[src/sv/ftr_pkg.sv]
package ftr_pkg;

	localparam int TILE_BYTES = 32;
	localparam int IDX_W      = 5;
	localparam int BYTE_W     = 8;
	localparam int TILE_NUM_W = 12;
	localparam int CFG_W      = 12;
	localparam int CFG_IDX_W  = 1;

	// register indexes of the config port
	localparam logic [CFG_IDX_W-1:0] REG_START_TILE = 1'd0;
	localparam logic [CFG_IDX_W-1:0] REG_SWAP_PAIRS = 1'd1;

	// last byte slot of a tile
	localparam logic [IDX_W-1:0] FILL_LAST = IDX_W'(TILE_BYTES - 1);

	// lane group flip: groups 16,24,0,8 go out in that order
	localparam logic [1:0] LANE_FLIP = 2'b10;

	typedef enum logic {
		ST_FILL,
		ST_DRAIN
	} ftr_state_t;

	typedef struct packed {
		logic [BYTE_W-1:0] data_byte;
		logic              is_final;
	} ftr_in_t;

	typedef struct packed {
		logic [BYTE_W-1:0]     out_byte;
		logic [BYTE_W-1:0]     tile_usage;
		logic [TILE_NUM_W-1:0] tile_number;
		logic                  last;
	} ftr_out_t;

	typedef struct packed {
		logic              shift;
		logic              load;
		logic [BYTE_W-1:0] data;
	} ftr_cell_ctrl_t;

endpackage

[src/sv/ftr_stream_if.sv]
interface ftr_stream_if #(parameter type T = logic);
	logic valid;
	logic ready;
	T     payload;

	modport source(output valid, output payload, input ready);
	modport sink(input valid, input payload, output ready);
endinterface

[src/sv/ftr_cell.sv]
module ftr_cell import ftr_pkg::*; (
	input  logic                clk,
	input  logic                arst_n,
	input  ftr_cell_ctrl_t      ctrl,
	input  logic [BYTE_W-1:0]   next_data,
	output logic [BYTE_W-1:0]   data_q
);

	// shift toward the output end while draining, else take a loaded byte
	always_ff @(posedge clk or negedge arst_n) begin
		if (!arst_n) begin
			data_q <= '0;
		end else if (ctrl.shift) begin
			data_q <= next_data;
		end else if (ctrl.load) begin
			data_q <= ctrl.data;
		end
	end

endmodule

[src/sv/fix_tile_reorder.sv]
// fix_tile_reorder: gathers 32-byte 8x8 4bpp tiles from a byte stream and
// sends each tile out reordered, per column c: bytes c+16, c+24, c, c+8.
// din  (sink)  : data_byte, is_final; one byte per transfer.
// dout (source): out_byte, tile_usage, tile_number, last; 32 transfers
//                per tile, last set on the 32nd.
// cfg_we/cfg_index/cfg_wdata: index 0 start_tile (reloads the tile
// counter at once), index 1 swap_pairs. Write only while the block idles.
// Each incoming byte is written straight into its output slot of a row of
// 32 byte cells, so the tile is already in output order when complete.
// While filling, din stays ready. The 32nd byte (or an is_final byte)
// turns the row into a shift chain: the first result shows in the next
// cycle and the row moves one cell per output transfer, shifting in
// zeros so it is clear for the next tile. din is not ready while the
// row drains, so the next tile's bytes wait until its last byte is sent.
// A stalled receiver simply holds the chain and the result in place.
// Reset clears the cells, the fill count, the tile counter and the config registers, not the latched tile header.
module fix_tile_reorder import ftr_pkg::*; #(
	parameter int TILE_TABLE_ENTRIES = 4096
) (
	input  logic                 clk,
	input  logic                 arst_n,
	input  logic                 cfg_we,
	input  logic [CFG_IDX_W-1:0] cfg_index,
	input  logic [CFG_W-1:0]     cfg_wdata,
	ftr_stream_if.sink           din,
	ftr_stream_if.source         dout
);

	localparam int CW        = $clog2(TILE_TABLE_ENTRIES);
	localparam int MOD_STEPS = 8;
	localparam logic [CW-1:0] LAST_TILE = CW'(TILE_TABLE_ENTRIES - 1);

	ftr_state_t         state_q, state_d;
	logic [IDX_W-1:0]   fill_q;
	logic [IDX_W-1:0]   drain_q;
	logic               swap_q;
	logic [CW-1:0]      start_red_q;
	logic [CW-1:0]      counter_q;
	logic [CW-1:0]      number_q;
	logic [BYTE_W-1:0]  usage_q;

	logic               in_acc, out_acc, trigger;
	logic [IDX_W-1:0]   pos, slot;
	logic [CFG_W-1:0]   red_x;
	logic [BYTE_W-1:0]  usage_d;

	ftr_cell_ctrl_t     ctrl   [TILE_BYTES];
	logic [BYTE_W-1:0]  cell_q [TILE_BYTES];

	assign in_acc  = din.valid && din.ready;
	assign out_acc = dout.valid && dout.ready;
	assign trigger = in_acc && (fill_q == FILL_LAST || din.payload.is_final);

	// byte position in the tile, then its slot in output order
	assign pos  = fill_q ^ {{(IDX_W-1){1'b0}}, swap_q};
	assign slot = {pos[2:0], pos[4:3] ^ LANE_FLIP};

	// start tile modulo table size by binary restoring steps
	always_comb begin
		red_x = cfg_wdata;
		for (int i = MOD_STEPS - 1; i >= 0; i--) begin
			if (32'(red_x) >= (32'(TILE_TABLE_ENTRIES) << i)) begin
				red_x = red_x - CFG_W'(32'(TILE_TABLE_ENTRIES) << i);
			end
		end
	end

	// cell row: load by slot while filling, shift on output transfer
	for (genvar g = 0; g < TILE_BYTES; g++) begin : g_cell
		logic [BYTE_W-1:0] next_data;

		assign ctrl[g].shift = out_acc;
		assign ctrl[g].load  = in_acc && (slot == IDX_W'(g));
		assign ctrl[g].data  = din.payload.data_byte;

		if (g == TILE_BYTES - 1) begin : g_tail
			assign next_data = '0;
		end else begin : g_link
			assign next_data = cell_q[g+1];
		end

		ftr_cell u_cell (
			.clk       (clk),
			.arst_n    (arst_n),
			.ctrl      (ctrl[g]),
			.next_data (next_data),
			.data_q    (cell_q[g])
		);
	end

	// usage byte over the row as it stands after this write
	always_comb begin
		usage_d = '0;
		for (int i = 0; i < TILE_BYTES; i++) begin
			usage_d = usage_d | (ctrl[i].load ? ctrl[i].data : cell_q[i]);
		end
	end

	// config registers and tile counter
	always_ff @(posedge clk or negedge arst_n) begin
		if (!arst_n) begin
			swap_q      <= 1'b0;
			start_red_q <= '0;
			counter_q   <= '0;
		end else if (cfg_we) begin
			unique case (cfg_index)
				REG_START_TILE: begin
					start_red_q <= CW'(red_x);
					counter_q   <= CW'(red_x);
				end
				REG_SWAP_PAIRS: begin
					swap_q <= cfg_wdata[0];
				end
				default: begin
				end
			endcase
		end else if (trigger) begin
			if (din.payload.is_final) begin
				counter_q <= start_red_q;
			end else if (counter_q == LAST_TILE) begin
				counter_q <= '0;
			end else begin
				counter_q <= counter_q + CW'(1);
			end
		end
	end

	// tile header latched when the tile completes
	always_ff @(posedge clk) begin
		if (trigger) begin
			usage_q  <= usage_d;
			number_q <= counter_q;
		end
	end

	// fill and drain counters
	always_ff @(posedge clk or negedge arst_n) begin
		if (!arst_n) begin
			fill_q  <= '0;
			drain_q <= '0;
		end else begin
			if (in_acc) begin
				fill_q <= trigger ? '0 : fill_q + IDX_W'(1);
			end
			if (out_acc) begin
				drain_q <= drain_q + IDX_W'(1);
			end
		end
	end

	// state register
	always_ff @(posedge clk or negedge arst_n) begin
		if (!arst_n) begin
			state_q <= ST_FILL;
		end else begin
			state_q <= state_d;
		end
	end

	// next state and handshake
	always_comb begin
		state_d    = state_q;
		din.ready  = 1'b0;
		dout.valid = 1'b0;
		unique case (state_q)
			ST_FILL: begin
				din.ready = 1'b1;
				if (trigger) begin
					state_d = ST_DRAIN;
				end
			end
			ST_DRAIN: begin
				dout.valid = 1'b1;
				if (out_acc && drain_q == FILL_LAST) begin
					state_d = ST_FILL;
				end
			end
			default: begin
				state_d = ST_FILL;
			end
		endcase
	end

	// result payload
	assign dout.payload.out_byte    = cell_q[0];
	assign dout.payload.tile_usage  = usage_q;
	assign dout.payload.tile_number = TILE_NUM_W'(number_q);
	assign dout.payload.last        = (drain_q == FILL_LAST);

endmodule

[src/flat_wrapper.sv]
// flat-port wrapper written by rule: the top's interface ports become plain ports
module fix_tile_reorder_flat import ftr_pkg::*;
#(
	parameter int TILE_TABLE_ENTRIES = 4096
)
  (clk, arst_n, cfg_we, cfg_index, cfg_wdata, din_valid, din_payload, din_ready, dout_valid, dout_payload, dout_ready);
  ftr_stream_if #(.T(ftr_in_t)) din_i ();
  ftr_stream_if #(.T(ftr_out_t)) dout_i ();
  input  logic clk;
  input  logic arst_n;
  input  logic cfg_we;
  input  logic [CFG_IDX_W-1:0] cfg_index;
  input  logic [CFG_W-1:0] cfg_wdata;
  input wire logic [$bits(din_i.valid)-1:0] din_valid;
  input wire logic [$bits(din_i.payload)-1:0] din_payload;
  output wire logic [$bits(din_i.ready)-1:0] din_ready;
  output wire logic [$bits(dout_i.valid)-1:0] dout_valid;
  output wire logic [$bits(dout_i.payload)-1:0] dout_payload;
  input wire logic [$bits(dout_i.ready)-1:0] dout_ready;
  assign din_i.valid = din_valid;
  assign din_i.payload = din_payload;
  assign din_ready = din_i.ready;
  assign dout_valid = dout_i.valid;
  assign dout_payload = dout_i.payload;
  assign dout_i.ready = dout_ready;
  fix_tile_reorder #(.TILE_TABLE_ENTRIES(TILE_TABLE_ENTRIES)) u_core (.clk(clk), .arst_n(arst_n), .cfg_we(cfg_we), .cfg_index(cfg_index), .cfg_wdata(cfg_wdata), .din(din_i), .dout(dout_i));
endmodule
[config.mk]
export PLATFORM = sky130hd
export DESIGN_NAME = fix_tile_reorder_flat
export DESIGN_NICKNAME = d
export VERILOG_FILES = /design/src/sv/ftr_pkg.sv /design/src/sv/ftr_stream_if.sv /design/src/sv/ftr_cell.sv /design/src/sv/fix_tile_reorder.sv /design/src/flat_wrapper.sv
export SDC_FILE = /design/constraint.sdc
export NUM_CORES = 1
export LEC_CHECK = 0
export BUFFER_PORTS_ARGS = -buffer_cell sky130_fd_sc_hd__buf_2
export CAP_MARGIN = 20
export CORE_ASPECT_RATIO = 1.4
export CORE_MARGIN = 1
export CORE_UTILIZATION = 30
export DETAILED_ROUTE_END_ITERATION = 8
export RECOVER_POWER = 25
export SLEW_MARGIN = 20
export SYNTH_ARGS = -nofsm -noshare
export SYNTH_HDL_FRONTEND = slang
export SYNTH_SLANG_ARGS = --single-unit
[constraint.sdc]
create_clock -name clk -period 2.5 [get_ports clk]
set_input_delay 0.75 -clock clk [delete_from_list [all_inputs] [get_ports clk]]
set_output_delay 0.75 -clock clk [all_outputs]
set_load 0.01 [all_outputs]
==> results.py, run 1 <==
metrics = {
    "sta": {
        "fin_skew_ns": 0.02301,
        "slew_viol_final": 45,
        "rsz0062_at_grt": "yes",
        "finalWorstSetupSlack_ns": -0.06631,
        "setup_tns_ns": -0.1449,
        "slew_headroom": -0.05591,
        "holdWs_ns": 0.4293,
        "max_clock_freq_mhz": 389.7,
        "fin_crit_ns": 2.566,
        "setup_viol": 3,
        "hold_viol": 0,
        "finalCritPeriodShare": 1.027,
        "tightest_slew_ns": 1.584,
    },
    "placed_design": {
        "finalWeightedCongestion": 0.9919,
        "dpl.hpwl_um": 48010,
        "io_buffers": 57,
    },
    "synth": {
        "synthTopCellsByCount": "nand2_1 (549), dfrtp_1 (292), nor2_1 (256)",
        "syn-instance-count": 1870,
        "synth.distinct_cells": 60,
        "yosysSeqAreaShare": 0.5073,
        "synth_top_cell_area_share": 0.4688,
        "ys_top_cells_by_area": "dfrtp_1 (47%), nand2_1 (13%), a31oi_1 (8.2%)",
        "yosysMostFrequentCell": "nand2_1",
        "synth.ff_latch_count": 312,
        "ys_warn_count": 0,
        "synth_enable_flop_cells": 20,
        "synth_nets": 1902,
        "netlist_area_um2": 15590,
        "synth_area_leader_cell": "dfrtp_1",
        "ys.flop_type": "dfrtp_1",
        "avgSynthCellArea_um2": 8.336,
        "synthArstFlopShare": 0.9359,
    },
    "critical_path": {
        "end_kind": "flop",
        "crit_fanout": 6,
        "cp_num_buf_inv": 2,
        "cp.required_ns": 2.78,
        "cp_cell_sequence": "nor4bb_2, buf_4, buf_12, nand3_4, nand2_4, and4_1, nand4_1, or4_1",
        "worstSetupPathType": "flop to flop",
        "cp.arrival_ns": 2.84,
        "startpoint_type": "flop",
        "slowest_stage": "or4_1",
        "crit_family": "simple AND/OR/NAND/NOR gates",
        "cpPeakStageDelay_ns": 0.53,
        "critPathLaunch": "u_core.fill_q[3]",
        "r2r-start": "u_core.fill_q[3]",
    },
    "clock_network": {
        "clock_latency_ns": 0.54,
        "cts_tree": "done",
        "cts_sinks": 312,
        "clockBufferDepth": 3,
        "h-tree-depth": 2,
        "cts_made_buffers": 35,
        "path_clk_slew_ns": 0.06,
        "clock-root-buffer": "clkbuf_16",
    },
    "detailed_routing": {
        "routedWlPerCell_um": 23.30,
        "via_per_inst": 5.655,
        "drtPass1Iterations": 6,
        "routed-via-count": 16106,
        "dr.first_iter.drc_count": 1521,
        "drc": 0,
        "final_antenna_net_count": 0,
        "detail_route.wirelength_um": 66360,
    },
    "global_route": {
        "grt_pass1_vias": 15696,
        "grt_pass1_wl_um": 97810,
        "grt-ovfl-total": 0,
        "antenna_found_initial": 0,
        "grt_max_degree": 81,
        "grt_usage": 0.2464,
    },
    "layout": {
        "syn_to_final_growth_pct": 32.02,
        "antennaDiodeCount": 0,
        "final_layout_size_suffix_gt1_frac": 0.2429,
        "final_nets": 2205,
    },
    "run_status": {
        "failed_checks": "capacitance limit, slew limit, setup timing",
        "status": "finished with violations",
    },
    "floorplan": {
        "die_height_um": 271.7,
        "coreArea_um2": 51130,
        "die_area_um2": 52890,
        "rows": 98,
        "die_x_um": 194.6,
        "start_util": 0.3049,
        "io_pins": 58,
    },
    "pwr": {
        "ir_worst_vdd_v": 0.0003784,
        "sequentialPowerShare": 0.421,
        "p_sw_uw": 8448,
        "p_leak_uw": 0.009116,
        "p_per_area_nw_per_um2": 1056,
        "p_int_uw": 13290,
        "p_comb_frac": 0.338,
        "swShare": 0.3886,
        "clkPwrFrac": 0.241,
    },
    "worst_hold_path": {
        "min_from": "cfg_wdata[11]",
        "hp-class": "input pin to flop",
    },
    "flow_run": {
        "drv_cap": 1,
    },
}
## through the flow
| step | utilization | instance area [um^2] | instances | total power (uW) | worst slack (ns) |
|---|---|---|---|---|---|
| floorplan | - | 15630 | 1870 | 11930 | -0.01416 |
| global placement | 0.3665 | 18740 | 2754 | 15560 | -0.5102 |
| detailed placement | 0.3665 | 18740 | 2754 | 15720 | -0.5408 |
| CTS | 0.3967 | 20290 | 2834 | 21470 | -0.01490 |
| global route | 0.4025 | 20580 | 2848 | 22740 | -0.1114 |
| finish | 0.4025 | 20580 | 2848 | 21740 | -0.06631 |
## metal layers
layer / global-route usage / vias up / routed length [um]
li1: - / 7177 / -
met1: 0.2793 / 7795 / 23780
met2: 0.4169 / 862 / 32000
met3: 0.03528 / 272 / 4659
met4: 0.1936 / 0 / 5918
met5: 0 / - / 0
## cell families after synthesis
family / count (synthesis) / share of synthesized area
XOR/XNOR: 10 / 0.006101
flip-flops: 312 / 0.5073
AND/OR/NAND/NOR: 971 / 0.2655
AO/OA/AOI/OAI: 390 / 0.1550
multiplexers: 39 / 0.02520
adder cells (fa/ha/maj): 5 / 0.004013
buffers and inverters: 143 / 0.03684
## area by class of cell
| cell class | instances | area (um^2) |
|---|---|---|
| multi-input cells | 1415 | 7542 |
| well taps | 650 | 813.3 |
| clock inverters | 13 | 132.6 |
| fillers | 5041 | 30550 |
| inverters | 5 | 18.77 |
| repair buffers | 404 | 3148 |
| clock buffers | 49 | 1010 |
| flip-flops and latches | 312 | 7914 |
## cell usage in the layout (no fill, tap or decap), types with 37 or more instances in the layout
cell type | Yosys | final
a21oi_1 | 44 | 44
a31oi_1 | 205 | 205
buf_2 | 15 | 58
buf_4 | 3 | 305
dfrtp_1 | 292 | 287
mux2i_1 | 37 | 37
nand2_1 | 549 | 539
nand4_1 | 43 | 43
nor2_1 | 256 | 254
o21ai_0 | 73 | 71
## what timing repair did
| item | CTS | global route |
|---|---|---|
| setup endpoints to repair | 9 | 14 |
| gates resized for setup | 51 | 58 |
| buffers inserted | 17 | 17 |
| cloned | 2 | 1 |
| hold buffers | 0 | 0 |
| pin swaps | 18 | 34 |
## worst min-delay path, stage by stage
cell and delay, ns:
buf_2 0.07, nand2_1 0.05, nand2_1 0.05
## worst paths after layout
check | end | slack, ns | cells past startpoint
max | u_core.usage_q[1] | -0.07 | 8
min | u_core.start_red_q[11] | 0.43 | 3
max reg2reg | u_core.usage_q[1] | -0.07 | 8
min reg2reg | u_core.drain_q[3] | 0.47 | 1
max in group asynchronous | u_core.g_cell[14].u_cell.data_q[4] | 0.28 | 2
min in group asynchronous | u_core.g_cell[1].u_cell.data_q[1] | 0.62 | 1
## state kept, by name, summed over array words and instances, names as in the netlist
signal                       cells
u_core.state_q                   1
u_core.g_cell.u_cell.data_q    256
u_core.number_q                 12
u_core.fill_q                    5
u_core.usage_q                   8
u_core.swap_q                    1
u_core.drain_q                   5
u_core.counter_q                12
u_core.start_red_q              12
## power groups by stage
stage	clock network (uW)	logic, uW	registers [uW]
finish	5240	7350	9150
detailed placement	0	6670	9050
floorplan	0	3740	8190
global route	5470	7980	9290
CTS	5310	7150	9010
global placement	0	6510	9050
Note: power is estimated with default switching activity, not from simulation.
==> run 2: changes to the inputs <==
--- a/config.mk
+++ b/config.mk
@@ -8,7 +8,7 @@
 export BUFFER_PORTS_ARGS = -buffer_cell sky130_fd_sc_hd__buf_2
 export CAP_MARGIN = 20
 export CORE_ASPECT_RATIO = 1.4
-export CORE_MARGIN = 1
+export CORE_MARGIN = 2
 export CORE_UTILIZATION = 30
 export DETAILED_ROUTE_END_ITERATION = 8
 export RECOVER_POWER = 25
==> results.py, run 2 (same netlist as run 1, synthesis figures left out) <==
metrics = {
    "run_status": {
        "status": "finished with violations",
        "failed_checks": "setup timing",
    },
    "clock_network": {
        "path_clk_slew_ns": 0.07,
        "cts_made_buffers": 35,
        "cts_tree": "done",
        "clock_latency_ns": 0.54,
        "clockBufferDepth": 3,
        "h-tree-depth": 2,
        "cts_sinks": 312,
        "clock-root-buffer": "clkbuf_16",
    },
    "detailed_routing": {
        "final_antenna_net_count": 0,
        "drc": 0,
        "via_per_inst": 5.610,
        "routed-via-count": 15937,
        "drtPass1Iterations": 6,
        "detail_route.wirelength_um": 65820,
        "dr.first_iter.drc_count": 1774,
        "routedWlPerCell_um": 23.17,
    },
    "floorplan": {
        "coreArea_um2": 51250,
        "start_util": 0.3041,
        "die_height_um": 273.7,
        "die_area_um2": 53820,
        "io_pins": 58,
        "rows": 98,
        "die_x_um": 196.6,
    },
    "layout": {
        "largest_reg_flops": 256,
        "final_layout_size_suffix_gt1_frac": 0.2387,
        "max_flop_register": "u_core.g_cell.u_cell.data_q",
        "syn_to_final_growth_pct": 32.14,
        "final_cell_mix": "nand2_1 (538), buf_4 (287), dfrtp_1 (285)",
        "antennaDiodeCount": 0,
        "final_nets": 2198,
        "layout_commonest_cell": "nand2_1",
    },
    "placed_design": {
        "finalWeightedCongestion": 0.9600,
        "dpl.hpwl_um": 48190,
        "io_buffers": 57,
    },
    "sta": {
        "slew_viol_final": 0,
        "finalWorstSetupSlack_ns": -0.09455,
        "holdWs_ns": 0.4158,
        "fin_crit_ns": 2.595,
        "rsz0062_at_grt": "yes",
        "setup_viol": 8,
        "slew_headroom": 0.2628,
        "tightest_slew_ns": 1.106,
        "hold_viol": 0,
        "fin_skew_ns": 0.01865,
        "finalCritPeriodShare": 1.038,
        "max_clock_freq_mhz": 385.4,
    },
    "critical_path": {
        "worstSetupPathType": "flop to flop",
        "crit_fanout": 7,
        "cp_cell_sequence": "buf_6, nor4b_4, buf_6, buf_4, nand3_4, buf_6, buf_12, nand2_1, nand4_1, nor4_2, buf_4, nand4_1",
        "cp.required_ns": 2.77,
        "cpPeakStageDelay_ns": 0.47,
        "r2r_cells": 12,
        "cp.arrival_ns": 2.86,
        "critPathLaunch": "u_core.fill_q[3]",
        "slowest_stage": "dfrtp_2",
        "startpoint_type": "flop",
        "rr_endpoint": "u_core.usage_q[6]",
        "crit_top_cell": "buf_6",
        "end_kind": "flop",
        "reg2reg_slack_ns": -0.09,
        "r2r-start": "u_core.fill_q[3]",
    },
    "global_route": {
        "grt_usage": 0.2425,
        "grt-ovfl-total": 0,
        "grt_pass1_wl_um": 98040,
        "grt_max_degree": 76,
        "antenna_found_initial": 0,
        "grt_pass1_vias": 15779,
    },
    "flow_run": {
        "drv_cap": 0,
    },
    "pwr": {
        "ir_worst_vdd_v": 0.0005068,
        "power_uw": 21940,
        "p_per_area_nw_per_um2": 1065,
        "p_leak_uw": 0.009107,
    },
    "worst_hold_path": {
        "hp-class": "input pin to async pin",
    },
}
==> run 2: changes by cell type in the layout (fill, tap and decap cells not counted), moves of 4 or more <==
cell	delta
buf_8	-4
buf_4	-18
a22oi_2	-4
nand3_2	+6
a22oi_1	+4
buf_12	+10
clkbuf_8	-4
==> run 2: layout make-up <==
class,instances,area [um^2]
repair buffers,397,3244
flip-flops and latches,312,7916
clock inverters,18,209.0
well taps,650,813.3
fillers,5088,30660
inverters,5,18.77
multi-input cells,1415,7445
clock buffers,44,950.9
==> run 2: report_power, final <==
part	internal, uW	switching (uW)
Clock	3130	2240
Sequential	7090	2060
Combinational	3310	4110
==> run 2: how the worst max path moves through the flow <==
stage	depth (start not counted)	endpoint
after floorplan	7	u_core.usage_q[1]
after global placement	9	u_core.usage_q[2]
after detailed placement	9	u_core.usage_q[2]
after CTS	11	u_core.usage_q[6]
after global routing	9	u_core.usage_q[7]
final	12	u_core.usage_q[6]
==> run 2: layer usage <==
| metal | wire [um] | GRT usage | share of wire |
|---|---|---|---|
| met1 | 23770 | 0.2749 | 0.36 |
| met2 | 32420 | 0.4220 | 0.49 |
| met3 | 4071 | 0.03056 | 0.062 |
| met4 | 5558 | 0.1739 | 0.084 |
| met5 | 0 | 0 | 0 |
==> run 2: stage by stage <==
step	util	setup TNS, ns	instance area [um^2]	std cells	setup WS, ns
after floorplan	-	-0.01416	15630	1870	-0.01416
after global placement	0.3685	-4.899	18890	2759	-0.5009
after detailed placement	0.3685	-5.910	18890	2759	-0.5493
after CTS	0.4005	-0.1604	20530	2838	-0.03776
after global routing	0.4019	-1.135	20600	2841	-0.2020
final	0.4019	-0.4352	20600	2841	-0.09455
==> run 2: what timing repair did <==
action                     in CTS  in global routing
hold buffers                    0                  0
buffers inserted               15                  3
setup endpoints to repair       9                 14
resized for setup              70                 27
cloned                          3                  0
pin swaps                      19                 12
==> run 2: worst max-delay path: cells and delay by family (launching register included) <==
| family | cells | cell delay, ns |
|---|---|---|
| and+or+nand+nor | 6 | 0.95 |
| DFF | 1 | 0.47 |
| buffers and inverters | 6 | 0.89 |
